`config.mk`:
```
export PLATFORM = sky130hd
export DESIGN_NAME = wheel_pulse_speedometer
export DESIGN_NICKNAME = d
export VERILOG_FILES = /design/src/rtl/wps_pkg.sv /design/src/rtl/wheel_pulse_speedometer.sv
export SDC_FILE = /design/constraint.sdc
export NUM_CORES = 2
export LEC_CHECK = 0
export CORE_ASPECT_RATIO = 0.75
export CORE_MARGIN = 8
export CORE_UTILIZATION = 59
export DETAILED_ROUTE_END_ITERATION = 7
export DONT_BUFFER_PORTS = 1
export HOLD_SLACK_MARGIN = 0.05
export PLACE_DENSITY = 0.82
export SYNTH_ARGS = -nofsm -noshare
export SYNTH_HDL_FRONTEND = slang
export SYNTH_SLANG_ARGS = --single-unit
```
`constraint.sdc`:
```
create_clock -name i_clk -period 9.5 [get_ports i_clk]
set_input_delay 0 -clock i_clk [delete_from_list [all_inputs] [get_ports i_clk]]
set_output_delay 0 -clock i_clk [all_outputs]
set_load 0.02 [all_outputs]
```
`src/rtl/wps_pkg.sv`:
```
// Shared types, constants and microprogram for the wheel pulse speedometer.
package wps_pkg;

    localparam int TIME_BITS_DEF = 32;

    localparam int DIAM_W     = 8;
    localparam int DEB_W      = 16;
    localparam int CFG_IDX_W  = 1;
    localparam int CFG_DATA_W = 16;
    localparam int TIME_IN_W  = 32;

    localparam logic [CFG_IDX_W-1:0] CFG_WHEEL_DIAMETER = 1'd0;
    localparam logic [CFG_IDX_W-1:0] CFG_DEBOUNCE_MS    = 1'd1;

    localparam logic [DIAM_W-1:0] DIAM_RESET = 8'd27;
    localparam logic [DEB_W-1:0]  DEB_RESET  = 16'd100;

    localparam int K_W     = 17;
    localparam int SPD_W   = 18;
    localparam int ACC_W   = 20;
    localparam int TRIP_W  = 32;
    localparam int TOTAL_W = 32;
    localparam int TP_W    = 40;
    localparam int TX_W    = 50;
    localparam int NUM_W   = 27;
    localparam int DVD_W   = 32;
    localparam int REM_W   = 25;
    localparam int CNT_W   = 5;
    localparam int PC_W    = 4;
    localparam int OP_W    = 4;

    localparam logic [8:0]  SPEED_FACTOR = 9'd287;
    localparam logic [8:0]  ACCEL_FACTOR = 9'd278;
    localparam logic [13:0] TRIP_DIVISOR = 14'd12547;

    localparam logic [SPD_W-1:0]         SPEED_MAX = 18'h3FFFF;
    localparam logic signed [ACC_W-1:0]  ACCEL_MAX = 20'sh7FFFF;
    localparam logic signed [ACC_W-1:0]  ACCEL_MIN = 20'sh80000;
    localparam logic [TRIP_W-1:0]        TRIP_MAX  = 32'hFFFF_FFFF;
    localparam logic [TX_W-1:0]          TRIP_SAT_LIMIT = TX_W'({TRIP_DIVISOR, 32'd0});
    localparam logic [DVD_W-1:0]         ACC_NEG_LIMIT  = 32'd524288;
    localparam logic [DVD_W-1:0]         ACC_POS_LIMIT  = 32'd524287;

    // two quotient bits per divider step
    localparam logic [CNT_W-1:0] SPD_STEPS  = 5'd13;
    localparam logic [CNT_W-1:0] ACC_STEPS  = 5'd14;
    localparam logic [CNT_W-1:0] TRIP_STEPS = 5'd16;

    localparam logic [OP_W-1:0] OP_IDLE      = 4'd0;
    localparam logic [OP_W-1:0] OP_UPDATE    = 4'd1;
    localparam logic [OP_W-1:0] OP_PREP      = 4'd2;
    localparam logic [OP_W-1:0] OP_TRIP_LOAD = 4'd3;
    localparam logic [OP_W-1:0] OP_DIV       = 4'd4;
    localparam logic [OP_W-1:0] OP_TRIP_SPD  = 4'd5;
    localparam logic [OP_W-1:0] OP_V0_Q      = 4'd6;
    localparam logic [OP_W-1:0] OP_V1        = 4'd7;
    localparam logic [OP_W-1:0] OP_ACC_LOAD  = 4'd8;
    localparam logic [OP_W-1:0] OP_FINISH    = 4'd9;

    localparam logic [1:0] H_NONE = 2'd0;
    localparam logic [1:0] H_IN   = 2'd1;
    localparam logic [1:0] H_DIV  = 2'd2;
    localparam logic [1:0] H_OUT  = 2'd3;

    localparam logic [1:0] J_NEXT   = 2'd0;
    localparam logic [1:0] J_ALWAYS = 2'd1;
    localparam logic [1:0] J_FIXED  = 2'd2;

    localparam logic [PC_W-1:0] PC_IDLE      = 4'd0;
    localparam logic [PC_W-1:0] PC_UPDATE    = 4'd1;
    localparam logic [PC_W-1:0] PC_PREP      = 4'd2;
    localparam logic [PC_W-1:0] PC_TRIP_LOAD = 4'd3;
    localparam logic [PC_W-1:0] PC_TRIP_DIV  = 4'd4;
    localparam logic [PC_W-1:0] PC_TRIP_SPD  = 4'd5;
    localparam logic [PC_W-1:0] PC_SPD_DIV   = 4'd6;
    localparam logic [PC_W-1:0] PC_V0_Q      = 4'd7;
    localparam logic [PC_W-1:0] PC_Q_DIV     = 4'd8;
    localparam logic [PC_W-1:0] PC_V1        = 4'd9;
    localparam logic [PC_W-1:0] PC_ACC_LOAD  = 4'd10;
    localparam logic [PC_W-1:0] PC_ACC_DIV   = 4'd11;
    localparam logic [PC_W-1:0] PC_FINISH    = 4'd12;

    typedef struct packed {
        logic                 command;
        logic [TIME_IN_W-1:0] time_ms;
    } t_in;

    typedef struct packed {
        logic                       pulse_accepted;
        logic [SPD_W-1:0]           speed_q8;
        logic signed [ACC_W-1:0]    accel_q8;
        logic [TRIP_W-1:0]          trip_m;
    } t_out;

    typedef struct packed {
        logic [OP_W-1:0] op;
        logic [1:0]      hold;
        logic [1:0]      jump;
        logic [PC_W-1:0] target;
    } t_uword;

    function automatic t_uword ucode(input logic [PC_W-1:0] pc);
        t_uword w;
        w = '{op: OP_IDLE, hold: H_IN, jump: J_NEXT, target: PC_IDLE};
        case (pc)
            PC_IDLE:      w = '{op: OP_IDLE,      hold: H_IN,   jump: J_NEXT,   target: PC_IDLE};
            PC_UPDATE:    w = '{op: OP_UPDATE,    hold: H_NONE, jump: J_NEXT,   target: PC_IDLE};
            PC_PREP:      w = '{op: OP_PREP,      hold: H_NONE, jump: J_NEXT,   target: PC_IDLE};
            PC_TRIP_LOAD: w = '{op: OP_TRIP_LOAD, hold: H_NONE, jump: J_NEXT,   target: PC_IDLE};
            PC_TRIP_DIV:  w = '{op: OP_DIV,       hold: H_DIV,  jump: J_NEXT,   target: PC_IDLE};
            PC_TRIP_SPD:  w = '{op: OP_TRIP_SPD,  hold: H_NONE, jump: J_FIXED,  target: PC_FINISH};
            PC_SPD_DIV:   w = '{op: OP_DIV,       hold: H_DIV,  jump: J_NEXT,   target: PC_IDLE};
            PC_V0_Q:      w = '{op: OP_V0_Q,      hold: H_NONE, jump: J_NEXT,   target: PC_IDLE};
            PC_Q_DIV:     w = '{op: OP_DIV,       hold: H_DIV,  jump: J_NEXT,   target: PC_IDLE};
            PC_V1:        w = '{op: OP_V1,        hold: H_NONE, jump: J_NEXT,   target: PC_IDLE};
            PC_ACC_LOAD:  w = '{op: OP_ACC_LOAD,  hold: H_NONE, jump: J_NEXT,   target: PC_IDLE};
            PC_ACC_DIV:   w = '{op: OP_DIV,       hold: H_DIV,  jump: J_NEXT,   target: PC_IDLE};
            PC_FINISH:    w = '{op: OP_FINISH,    hold: H_OUT,  jump: J_ALWAYS, target: PC_IDLE};
            default:      w = '{op: OP_IDLE,      hold: H_NONE, jump: J_ALWAYS, target: PC_IDLE};
        endcase
        return w;
    endfunction

endpackage

```
`src/rtl/wheel_pulse_speedometer.sv`:
```
// Wheel pulse speedometer: microcoded sequencer around a shared divider.
//
// Input channel (i_in_valid / o_in_stall / i_in_data): each transaction is a
// wheel pulse or a query with a millisecond timestamp. Output channel
// (o_out_valid / i_out_stall / o_out_data): one result per input transaction
// with pulse_accepted, speed, acceleration and trip distance.
// Configuration: i_cfg_we writes i_cfg_data into register i_cfg_idx
// (0 = wheel diameter, 1 = debounce time); write only while idle.
// An accepted transaction passes the update, prepare and trip division steps;
// the speed, previous speed and acceleration divisions follow unless speed is
// zero-period saturated or at or below 1 km/h. One transaction is in work at a
// time; the next can be taken in the cycle after the result is registered.
// The shared divider, two quotient bits a cycle, runs the trip, speed, previous
// speed and acceleration divisions in turn.
// A finished result waits in the output register; while the receiver stalls,
// the sequencer holds on its last step and accepts no input.
// Reset (synchronous, active low) restores diameter 27 and debounce 100 ms,
// clears the pulse history and count and empties the output register.
module wheel_pulse_speedometer #(
    parameter int TIME_BITS = wps_pkg::TIME_BITS_DEF
) (
    input  logic                               i_clk,
    input  logic                               i_rst_n,
    input  logic                               i_in_valid,
    output logic                               o_in_stall,
    input  wps_pkg::t_in                       i_in_data,
    output logic                               o_out_valid,
    input  logic                               i_out_stall,
    output wps_pkg::t_out                      o_out_data,
    input  logic                               i_cfg_we,
    input  logic [wps_pkg::CFG_IDX_W-1:0]      i_cfg_idx,
    input  logic [wps_pkg::CFG_DATA_W-1:0]     i_cfg_data
);

    localparam int WW = (TIME_BITS > wps_pkg::DVD_W) ? TIME_BITS : wps_pkg::DVD_W;

    logic [wps_pkg::PC_W-1:0]     r_pc, n_pc;
    logic [wps_pkg::CNT_W-1:0]    r_cnt, n_cnt;
    logic [TIME_BITS-1:0]         r_now, n_now;
    logic                         r_cmd, n_cmd;
    logic [TIME_BITS-1:0]         r_last, n_last;
    logic [TIME_BITS-1:0]         r_prev, n_prev;
    logic [TIME_BITS-1:0]         r_old, n_old;
    logic [wps_pkg::TOTAL_W-1:0]  r_total, n_total;
    logic                         r_acc, n_acc;
    logic [wps_pkg::DIAM_W-1:0]   r_diam, n_diam;
    logic [wps_pkg::DEB_W-1:0]    r_deb, n_deb;
    logic [wps_pkg::K_W-1:0]      r_k, n_k;
    logic [wps_pkg::K_W-1:0]      r_p, n_p;
    logic                         r_p_zero, n_p_zero;
    logic                         r_k_le_p, n_k_le_p;
    logic [wps_pkg::REM_W-1:0]    r_q, n_q;
    logic                         r_q_zero, n_q_zero;
    logic                         r_q_big, n_q_big;
    logic [wps_pkg::TP_W-1:0]     r_tp, n_tp;
    logic                         r_trip_sat, n_trip_sat;
    logic [wps_pkg::REM_W-1:0]    r_rem, n_rem;
    logic [wps_pkg::DVD_W-1:0]    r_dvd, n_dvd;
    logic [wps_pkg::REM_W-1:0]    r_dvs, n_dvs;
    logic [wps_pkg::TRIP_W-1:0]   r_trip, n_trip;
    logic [wps_pkg::SPD_W-1:0]    r_speed, n_speed;
    logic signed [wps_pkg::ACC_W-1:0] r_accel, n_accel;
    logic [wps_pkg::SPD_W-1:0]    r_v0, n_v0;
    logic [wps_pkg::SPD_W-1:0]    r_v1, n_v1;
    logic                         r_neg, n_neg;
    logic                         r_out_valid, n_out_valid;
    wps_pkg::t_out                r_out, n_out;

    wps_pkg::t_uword              uw;
    logic                         hold_c;
    logic                         adv;
    logic                         fixed;
    logic                         out_taken;

    logic [TIME_BITS-1:0]         since_u;
    logic [TIME_BITS-1:0]         per_p;
    logic [TIME_BITS-1:0]         since_p;
    logic [TIME_BITS-1:0]         p_max;
    logic [TIME_BITS-1:0]         q_t;
    logic [WW-1:0]                p_ext;
    logic [WW-1:0]                q_ext;
    logic [wps_pkg::K_W-1:0]      k_c;
    logic [wps_pkg::TX_W-1:0]     tx;
    logic [wps_pkg::SPD_W-1:0]    spd_q;
    logic [wps_pkg::SPD_W-1:0]    diff;
    logic [wps_pkg::NUM_W-1:0]    num;
    logic signed [wps_pkg::ACC_W-1:0] acc_q;

    logic [wps_pkg::REM_W:0]      t1, t2;
    logic                         ge1, ge2;
    logic [wps_pkg::REM_W-1:0]    rm1, rm2;

    assign uw         = wps_pkg::ucode(r_pc);
    assign fixed      = r_p_zero || r_k_le_p;
    assign out_taken  = r_out_valid && !i_out_stall;
    assign o_in_stall = (r_pc != wps_pkg::PC_IDLE);
    assign o_out_valid = r_out_valid;
    assign o_out_data  = r_out;

    always_comb begin
        case (uw.hold)
            wps_pkg::H_IN:  hold_c = !i_in_valid;
            wps_pkg::H_DIV: hold_c = (r_cnt != wps_pkg::CNT_W'(1));
            wps_pkg::H_OUT: hold_c = r_out_valid && i_out_stall;
            default:        hold_c = 1'b0;
        endcase
    end
    assign adv = !hold_c;

    // radix-4 restoring divide step
    always_comb begin
        t1  = {r_rem, r_dvd[wps_pkg::DVD_W-1]};
        ge1 = (t1 >= {1'b0, r_dvs});
        rm1 = ge1 ? wps_pkg::REM_W'(t1 - {1'b0, r_dvs}) : t1[wps_pkg::REM_W-1:0];
        t2  = {rm1, r_dvd[wps_pkg::DVD_W-2]};
        ge2 = (t2 >= {1'b0, r_dvs});
        rm2 = ge2 ? wps_pkg::REM_W'(t2 - {1'b0, r_dvs}) : t2[wps_pkg::REM_W-1:0];
    end

    always_comb begin
        since_u = r_now - r_last;
        per_p   = r_last - r_prev;
        since_p = r_now - r_last;
        p_max   = (since_p > per_p) ? since_p : per_p;
        q_t     = r_prev - r_old;
        p_ext   = WW'(p_max);
        q_ext   = WW'(q_t);
        k_c     = wps_pkg::K_W'(r_diam) * wps_pkg::K_W'(wps_pkg::SPEED_FACTOR);
        tx      = wps_pkg::TX_W'({r_tp, 10'd0}) - wps_pkg::TX_W'({r_tp, 5'd0})
                + wps_pkg::TX_W'({r_tp, 3'd0});
        spd_q   = (|r_dvd[wps_pkg::DVD_W-1:wps_pkg::SPD_W]) ? wps_pkg::SPEED_MAX
                                                             : r_dvd[wps_pkg::SPD_W-1:0];
        diff    = (r_v1 > r_v0) ? (r_v1 - r_v0) : (r_v0 - r_v1);
        num     = wps_pkg::NUM_W'(diff) * wps_pkg::NUM_W'(wps_pkg::ACCEL_FACTOR);
        if (fixed) begin
            acc_q = r_accel;
        end else if (r_neg) begin
            acc_q = (r_dvd > wps_pkg::ACC_NEG_LIMIT) ? wps_pkg::ACCEL_MIN
                    : wps_pkg::ACC_W'(wps_pkg::ACC_W'(0) - r_dvd[wps_pkg::ACC_W-1:0]);
        end else begin
            acc_q = (r_dvd > wps_pkg::ACC_POS_LIMIT) ? wps_pkg::ACCEL_MAX
                    : $signed(r_dvd[wps_pkg::ACC_W-1:0]);
        end
    end

    always_comb begin
        n_cnt = r_cnt;    n_now = r_now;     n_cmd = r_cmd;
        n_last = r_last;  n_prev = r_prev;   n_old = r_old;
        n_total = r_total; n_acc = r_acc;    n_diam = r_diam;
        n_deb = r_deb;    n_k = r_k;         n_p = r_p;
        n_p_zero = r_p_zero; n_k_le_p = r_k_le_p;
        n_q = r_q;        n_q_zero = r_q_zero; n_q_big = r_q_big;
        n_tp = r_tp;      n_trip_sat = r_trip_sat;
        n_rem = r_rem;    n_dvd = r_dvd;     n_dvs = r_dvs;
        n_trip = r_trip;  n_speed = r_speed; n_accel = r_accel;
        n_v0 = r_v0;      n_v1 = r_v1;       n_neg = r_neg;
        n_out = r_out;
        n_out_valid = r_out_valid && !out_taken;

        if (i_cfg_we) begin
            case (i_cfg_idx)
                wps_pkg::CFG_WHEEL_DIAMETER: n_diam = i_cfg_data[wps_pkg::DIAM_W-1:0];
                wps_pkg::CFG_DEBOUNCE_MS:    n_deb  = i_cfg_data[wps_pkg::DEB_W-1:0];
                default: ;
            endcase
        end

        case (uw.op)
            wps_pkg::OP_IDLE: begin
                if (adv) begin
                    n_now = TIME_BITS'(i_in_data.time_ms);
                    n_cmd = i_in_data.command;
                end
            end
            wps_pkg::OP_UPDATE: begin
                n_acc = 1'b0;
                if (!r_cmd && (since_u >= TIME_BITS'(r_deb))) begin
                    n_old   = r_prev;
                    n_prev  = r_last;
                    n_last  = r_now;
                    n_total = r_total + wps_pkg::TOTAL_W'(1);
                    n_acc   = 1'b1;
                end
            end
            wps_pkg::OP_PREP: begin
                n_k      = k_c;
                n_p      = p_ext[wps_pkg::K_W-1:0];
                n_p_zero = (p_ext == '0);
                n_k_le_p = (|p_ext[WW-1:wps_pkg::K_W]) || (k_c <= p_ext[wps_pkg::K_W-1:0]);
                n_q      = q_ext[wps_pkg::REM_W-1:0];
                n_q_zero = (q_ext == '0);
                n_q_big  = |q_ext[WW-1:wps_pkg::REM_W];
                n_tp     = wps_pkg::TP_W'(r_total) * wps_pkg::TP_W'(r_diam);
            end
            wps_pkg::OP_TRIP_LOAD: begin
                n_trip_sat = (tx >= wps_pkg::TRIP_SAT_LIMIT);
                n_rem = wps_pkg::REM_W'(tx[wps_pkg::TX_W-1:wps_pkg::DVD_W]);
                n_dvd = tx[wps_pkg::DVD_W-1:0];
                n_dvs = wps_pkg::REM_W'(wps_pkg::TRIP_DIVISOR);
                n_cnt = wps_pkg::TRIP_STEPS;
            end
            wps_pkg::OP_DIV: begin
                n_rem = rm2;
                n_dvd = {r_dvd[wps_pkg::DVD_W-3:0], ge1, ge2};
                n_cnt = r_cnt - wps_pkg::CNT_W'(1);
            end
            wps_pkg::OP_TRIP_SPD: begin
                n_trip  = r_trip_sat ? wps_pkg::TRIP_MAX : r_dvd;
                n_speed = r_p_zero ? wps_pkg::SPEED_MAX : '0;
                n_accel = r_p_zero ? wps_pkg::ACCEL_MAX : '0;
                n_rem   = '0;
                n_dvd   = {1'b0, r_k, 14'd0};
                n_dvs   = wps_pkg::REM_W'(r_p);
                n_cnt   = wps_pkg::SPD_STEPS;
            end
            wps_pkg::OP_V0_Q: begin
                n_speed = spd_q;
                n_v0    = spd_q;
                n_rem   = '0;
                n_dvd   = {1'b0, r_k, 14'd0};
                n_dvs   = r_q;
                n_cnt   = wps_pkg::SPD_STEPS;
            end
            wps_pkg::OP_V1: begin
                n_v1 = r_q_zero ? wps_pkg::SPEED_MAX : (r_q_big ? '0 : spd_q);
            end
            wps_pkg::OP_ACC_LOAD: begin
                n_neg = (r_v1 > r_v0);
                n_rem = '0;
                n_dvd = {1'b0, num, 4'd0};
                n_dvs = wps_pkg::REM_W'(r_p);
                n_cnt = wps_pkg::ACC_STEPS;
            end
            wps_pkg::OP_FINISH: begin
                if (adv) begin
                    n_out_valid = 1'b1;
                    n_out = '{pulse_accepted: r_acc, speed_q8: r_speed,
                              accel_q8: acc_q, trip_m: r_trip};
                end
            end
            default: ;
        endcase

        if (hold_c) begin
            n_pc = r_pc;
        end else begin
            case (uw.jump)
                wps_pkg::J_ALWAYS: n_pc = uw.target;
                wps_pkg::J_FIXED:  n_pc = fixed ? uw.target : wps_pkg::PC_W'(r_pc + 1'b1);
                default:           n_pc = wps_pkg::PC_W'(r_pc + 1'b1);
            endcase
        end
    end

    always_ff @(posedge i_clk) begin
        if (!i_rst_n) begin
            r_pc        <= wps_pkg::PC_IDLE;
            r_out_valid <= 1'b0;
            r_diam      <= wps_pkg::DIAM_RESET;
            r_deb       <= wps_pkg::DEB_RESET;
            r_last      <= '0;
            r_prev      <= '0;
            r_old       <= '0;
            r_total     <= '0;
            r_cnt       <= '0;
        end else begin
            r_pc        <= n_pc;
            r_out_valid <= n_out_valid;
            r_diam      <= n_diam;
            r_deb       <= n_deb;
            r_last      <= n_last;
            r_prev      <= n_prev;
            r_old       <= n_old;
            r_total     <= n_total;
            r_cnt       <= n_cnt;
        end
    end

    always_ff @(posedge i_clk) begin
        r_now      <= n_now;
        r_cmd      <= n_cmd;
        r_acc      <= n_acc;
        r_k        <= n_k;
        r_p        <= n_p;
        r_p_zero   <= n_p_zero;
        r_k_le_p   <= n_k_le_p;
        r_q        <= n_q;
        r_q_zero   <= n_q_zero;
        r_q_big    <= n_q_big;
        r_tp       <= n_tp;
        r_trip_sat <= n_trip_sat;
        r_rem      <= n_rem;
        r_dvd      <= n_dvd;
        r_dvs      <= n_dvs;
        r_trip     <= n_trip;
        r_speed    <= n_speed;
        r_accel    <= n_accel;
        r_v0       <= n_v0;
        r_v1       <= n_v1;
        r_neg      <= n_neg;
        r_out      <= n_out;
    end

`ifndef ASSERT_OFF
    a_accept_starts: assert property (@(posedge i_clk) disable iff (!i_rst_n)
        (i_in_valid && !o_in_stall) |=> (r_pc == wps_pkg::PC_UPDATE))
        else $error("accepted transaction did not start the update step");

    a_div_count: assert property (@(posedge i_clk) disable iff (!i_rst_n)
        (r_pc == wps_pkg::PC_TRIP_DIV || r_pc == wps_pkg::PC_SPD_DIV ||
         r_pc == wps_pkg::PC_Q_DIV || r_pc == wps_pkg::PC_ACC_DIV) |-> (r_cnt != '0))
        else $error("divider step count exhausted inside a divide step");

    a_short_path: assert property (@(posedge i_clk) disable iff (!i_rst_n)
        (r_pc == wps_pkg::PC_SPD_DIV) |-> !(r_p_zero || r_k_le_p))
        else $error("speed division entered although speed is fixed");

    a_out_from_finish: assert property (@(posedge i_clk) disable iff (!i_rst_n)
        ($past(i_rst_n) && $rose(r_out_valid)) |-> ($past(r_pc) == wps_pkg::PC_FINISH))
        else $error("result registered outside the finish step");

    a_total_update: assert property (@(posedge i_clk) disable iff (!i_rst_n)
        ($past(i_rst_n) && !$stable(r_total)) |->
        ($past(r_pc) == wps_pkg::PC_UPDATE && r_acc))
        else $error("pulse count changed without an accepted pulse");
`endif

endmodule

```
* After elaboration in Yosys (flattened, before gate mapping)
Memory sizes are Yosys's and may differ from the RTL's. A register that Yosys moved wholly into a read port is not among the register bits.
Cells that the tools add are included.
** Storage, ports and cells
- Word-level logic and storage cells :: 131
- Memory bits (read-only) :: 160
- Input bits :: 55
- Output and inout bits :: 73
- Register bits :: 560
- Memories kept :: 1
** Memory list
- (no name shown) :: depth 16, width 10, read ports 1, clocked after Yosys merged registers in 1, wr ports 0, line wps_pkg.sv:105 : case (pc)
** Cells by class
- Bitwise gates (word level) :: 2
- Mux-type cells :: 25
- Equality and inequality tests :: 15
- Add/subtract/negate cells :: 13
- Reduce and logical (&&, ||, !) cells :: 29
- Magnitude comparators :: 9
- Multiply operators :: 3
** Operators with widths (count)
- $pmux 25 s3 :: 2
- $pmux 32 s4 :: 1
- $sub 32x32->32 :: 3
- $mux 20 :: 4
- $mux 18 :: 4
- $logic_not 32->1 :: 2
- $ge 26x25->1 :: 2
- $add 50x43->50 :: 1
- $ge 50x46->1 const B :: 1
- $mux 25 :: 2
- $sub 25x25->25 :: 2
- $sub 50x45->50 :: 1
- $mul 32x8->40 :: 1
- $pmux 18 s2 :: 1
- $sub 18x18->18 :: 2
- $add 32x1->32 const B :: 1
- $ge 32x16->1 :: 1
- $gt 32x19->1 const B :: 1
- $gt 32x20->1 const B :: 1
- $gt 32x32->1 :: 1
- $mux 32 :: 1
- $mul 18x8->26 const B :: 1
- $pmux 5 s4 :: 1
- $sub 1x20->20 const A :: 1
- other kinds (31) :: 58

* Depth between registers and ports, before layout
- Depth after elaboration :: 6
- Depth in mapped cells :: 32
- Gate-level depth less buffers :: 31

* Worst setup path after synthesis
No wires, ideal clock.
- Path kind :: register to register
- Start :: reg uw[8] (netlist name)
- End :: reg r_k[0] (netlist bit), enable pin
- Buffers on the path :: 1
- Data arrival time :: 7.607 ns
- Required time :: 8.809 ns
- Setup slack :: 1.202 ns
- Period minus slack after synthesis :: 8.298 ns
- Library setup time :: 0.691 ns
- Stages on the path, launching flop included :: 4
- Cells stage by stage :: dfxtp_1 > clkbuf_1 > nand2b_1 > nor3_1
** Between the ends
- Longest elaborated chain between the ends :: 1
** Ends and longest elaborated chain
- $eq 4x2->1 :: line wheel_pulse_speedometer.sv:168 : case (uw.op)
- to (signal assigned) :: line wheel_pulse_speedometer.sv:283 : r_k <= n_k;
- to (decl) :: line wheel_pulse_speedometer.sv:48 : logic [wps_pkg::K_W-1:0] r_k, n_k;
No other way between the ends.
A chain may end at the register's enable or synchronous reset.

* Worst setup path in the final report
- Start :: reg r_v1[0] (netlist bit)
- End :: reg r_dvd[29] (netlist bit), data pin
** Between the ends
- Longest elaborated chain between the ends :: 4
- Elaborated cells between the ends (all ways) :: 6
- Classes of those cells :: add/sub: 2; mul: 1; order compare: 1; mux: 2
** Ends and longest elaborated chain
- from (decl) :: line wheel_pulse_speedometer.sv:64 : logic [wps_pkg::SPD_W-1:0] r_v1, n_v1;
- from (signal assigned) :: line wheel_pulse_speedometer.sv:299 : r_v1 <= n_v1;
- $sub 18x18->18 / $gt 18x18->1 (equally long branches) :: line wheel_pulse_speedometer.sv:133 : diff = (r_v1 > r_v0) ? (r_v1 - r_v0) : (r_v0 - r_v1);
- $mux 18 (*) :: line wheel_pulse_speedometer.sv:133
- $mul 18x8->26 (*) :: line wheel_pulse_speedometer.sv:134 : num = wps_pkg::NUM_W'(diff) * wps_pkg::NUM_W'(wps_pkg::ACCEL_FACTOR);
- $pmux 32 s4 (*) :: line wheel_pulse_speedometer.sv:168
- net n_dvd (one bit) :: line wheel_pulse_speedometer.sv:58 : logic [wps_pkg::DVD_W-1:0] r_dvd, n_dvd;
- to (signal assigned) :: line wheel_pulse_speedometer.sv:293 : r_dvd <= n_dvd;
- to (decl) :: line wheel_pulse_speedometer.sv:58
Mark *: on every way through the listed nets, which the timed path passes. The rest lies on a longest branch.

==> results.toml <==
[placed_design]
place_ws_ns = 1.76
place.gp.congestion = 0.976
placed_cell_area_sq_um = 48500
place_inst = 6104
port_buffers = 0
hpwl_mm = 97.4

[setup_path]
cpPeakStageDelay_ns = 0.53
cp-start-kind = "flop"
crit_fanout = 25
cp-end-kind = "flop"
critPathRequiredTime_ns = 9.87
cp.arrival_ns = 8.16
crit_buf_inv = 5
path_common_cell = "inv_1"
crit_type = "reg2reg"
cp_top_family = "compound AO/OA/AOI/OAI gates"
crit_slowest_cell = "fa_1"

[clocking]
numCtsBuffers = 55
cts_max_level = 2
cts_hold_buf = 117
cts_root_buf = "clkbuf_16"
worst_skew_pair.late_latency_ns = 0.67
cts_tree = "yes"
ctsResizeCount = 0
cts.sinks = 549
post_cts_buffers = 0
cts_buffer_depth = 3
clk_pin_slew_ns = 0.07

[final_layout]
syn2layout_area_growth_pct = 8.01
drive_gt1_share_pct = 4.29
final_area_sq_um = 51600
utilization_pct = 64.2
fill_cells = 6338
nets = 6009
antenna_cells = 0
final_cells = 6325

[sta]
finalHoldViolCount = 0
max_slew_margin_pct = 16.6
finalCritPeriodShare_pct = 82.0
rsz0062_at_grt = "no"
fin_skew_ns = 0.0394
max_freq_mhz = 128
worst_slack_ns = 1.71
tns_ns = 0
tightest_slew_ns = 1.25
setup_viol = 0
slew_violations = 0
fin_crit_ns = 7.79
hold_ws_ns = 0.135

[synth]
synth_flop_cell = "edfxtp_1"
yosys-top-cells-count = "712 x inv_1, 560 x nand2_1, 471 x ha_1, 379 x edfxtp_1, 342 x a21oi_1"
async_flop_share_pct = 0
yosys_register_bits = 549
synthesis.nets = 6003
synth.most_common_cell = "inv_1"
synth_area_leaders = "edfxtp_1 24%, ha_1 12%, fa_1 11%"
synth_area_per_cell_sq_um = 9.16
syn_area_sq_um = 47700
synth_area_leader_cell = "edfxtp_1"
synth_cell_types = 88
yosysTopAreaCellShare_pct = 23.8
synth.yosys.seq_area_share_pct = 31.0
syn_inst = 5214
synth-edff-count = 379
ys_warn_count = 0

[routing]
first_iter_violations = 3864
final_antenna_net_count = 0
vias_per_cell = 6.12
drcViolationCount = 0
vias = 38683
wl_per_cell_microns = 20.5
drt-pass1-iter-count = 8
wl_mm = 130

[flow_run]
max_cap_viol_count = 0

[die]
core-area_sq_um = 80300
dieArea_sq_um = 90400
io_pins = 128
row_count = 90
chipHeight_microns = 262
start_util_pct = 59.5
die_w_microns = 344

[min_path]
hp-class = "in2reg"

[global_route]
groute.usage.overall_pct = 27.9
grt_pass1_wl_mm = 205
antenna_found_initial = 2
grt_start_max_net_pins = 172
overflow = 0
grt_pass1_vias = 37757

[outcome]
outcome = "completed"

[pwr]
powerDensity_nw_per_um2 = 288
p_leak_nw = 23.3
p_total_mw = 14.8
peakVddDrop_mv = 0.371
[path summary, 6_finish.rpt]
path            startpoint              to  slack (ns)  cells after the start
max                r_v1[0]       r_dvd[29]        1.71                     29
min reg2reg     r_speed[6]  o_out_data[58]        0.42                      0
min          i_cfg_data[5]       r_diam[5]        0.14                      3
max reg2reg        r_v1[0]       r_dvd[29]        1.71                     29
[final cells by class]
| cell class | instances | area (sq um) | share of cell area (%) |
|---|---|---|---|
| Clock inverter | 33 | 360 | 0.699 |
| Clock buffer | 71 | 1490 | 2.89 |
| Tap cell | 1058 | 1320 | 2.57 |
| Sequential cell | 549 | 14800 | 28.7 |
| Timing Repair Buffer | 153 | 1460 | 2.83 |
| Multi-Input combinational cell | 3748 | 29500 | 57.1 |
| Inverter | 713 | 2680 | 5.19 |
[flip-flops by register name, summed over array words and instances, names as in the netlist, 4 cells and up]
signal and flops:
o_out_data 71, r_tp 40, r_dvd 32, r_last 32
r_now 32, r_old 32, r_prev 32, r_total 32
r_trip 32, r_dvs 25, r_q 25, r_rem 25
r_speed 18, r_v0 18, r_v1 18, r_k 17
r_p 17, r_deb 16, r_diam 8, uw 8
r_cnt 5, r_pc 4
[worst min-delay path, stage by stage]
cell and delay (ns):
dlygate4sd3_1 0.59, nand2_1 0.09, a21oi_1 0.06
[power breakdown]
part / internal [mW] / total, mW / switching (mW)
logic: 3.53 / 9.06 / 5.53
clock network: 1.23 / 2.27 / 1.03
registers: 3.18 / 3.52 / 0.343
total: 7.94 / 14.8 / 6.91
[layout by cell type (no fill, tap or decap), types with 55 or more instances in the layout]
cell type	instances
inv_1	711
nand2_1	560
ha_1	471
edfxtp_1	379
a21oi_1	341
fa_1	263
nor2_1	251
o21ai_0	213
dfxtp_1	170
mux2i_1	147
xnor2_1	145
a21o_1	135
and2_1	130
dlygate4sd3_1	116
xor2_1	88
nand3_1	87
nor3_1	70
nand2b_1	64
o21bai_1	56
clkbuf_16	55
[layer usage]
metal  wire length, microns  GRT usage (%)  part of all wire (%)  vias up
met5                     13              0                 0.010        -
li1                       -              -                     -    18080
met3                  13200           6.12                    10      228
met1                  57500           40.4                    44    18489
met2                  55600           42.1                    43     1884
met4                   3500           7.52                   2.7        2
[logic make-up after synthesis]
logic type,share of synthesized area [%]
AND/OR/NAND/NOR,14.9
AO/OA/AOI/OAI,15.5
buffers and inverters,7.45
adder cells (fa/ha/maj),23.4
flip-flops,31.0
XOR/XNOR,4.28
multiplexers,3.44
No activity file was read; power rests on OpenSTA's default activity.
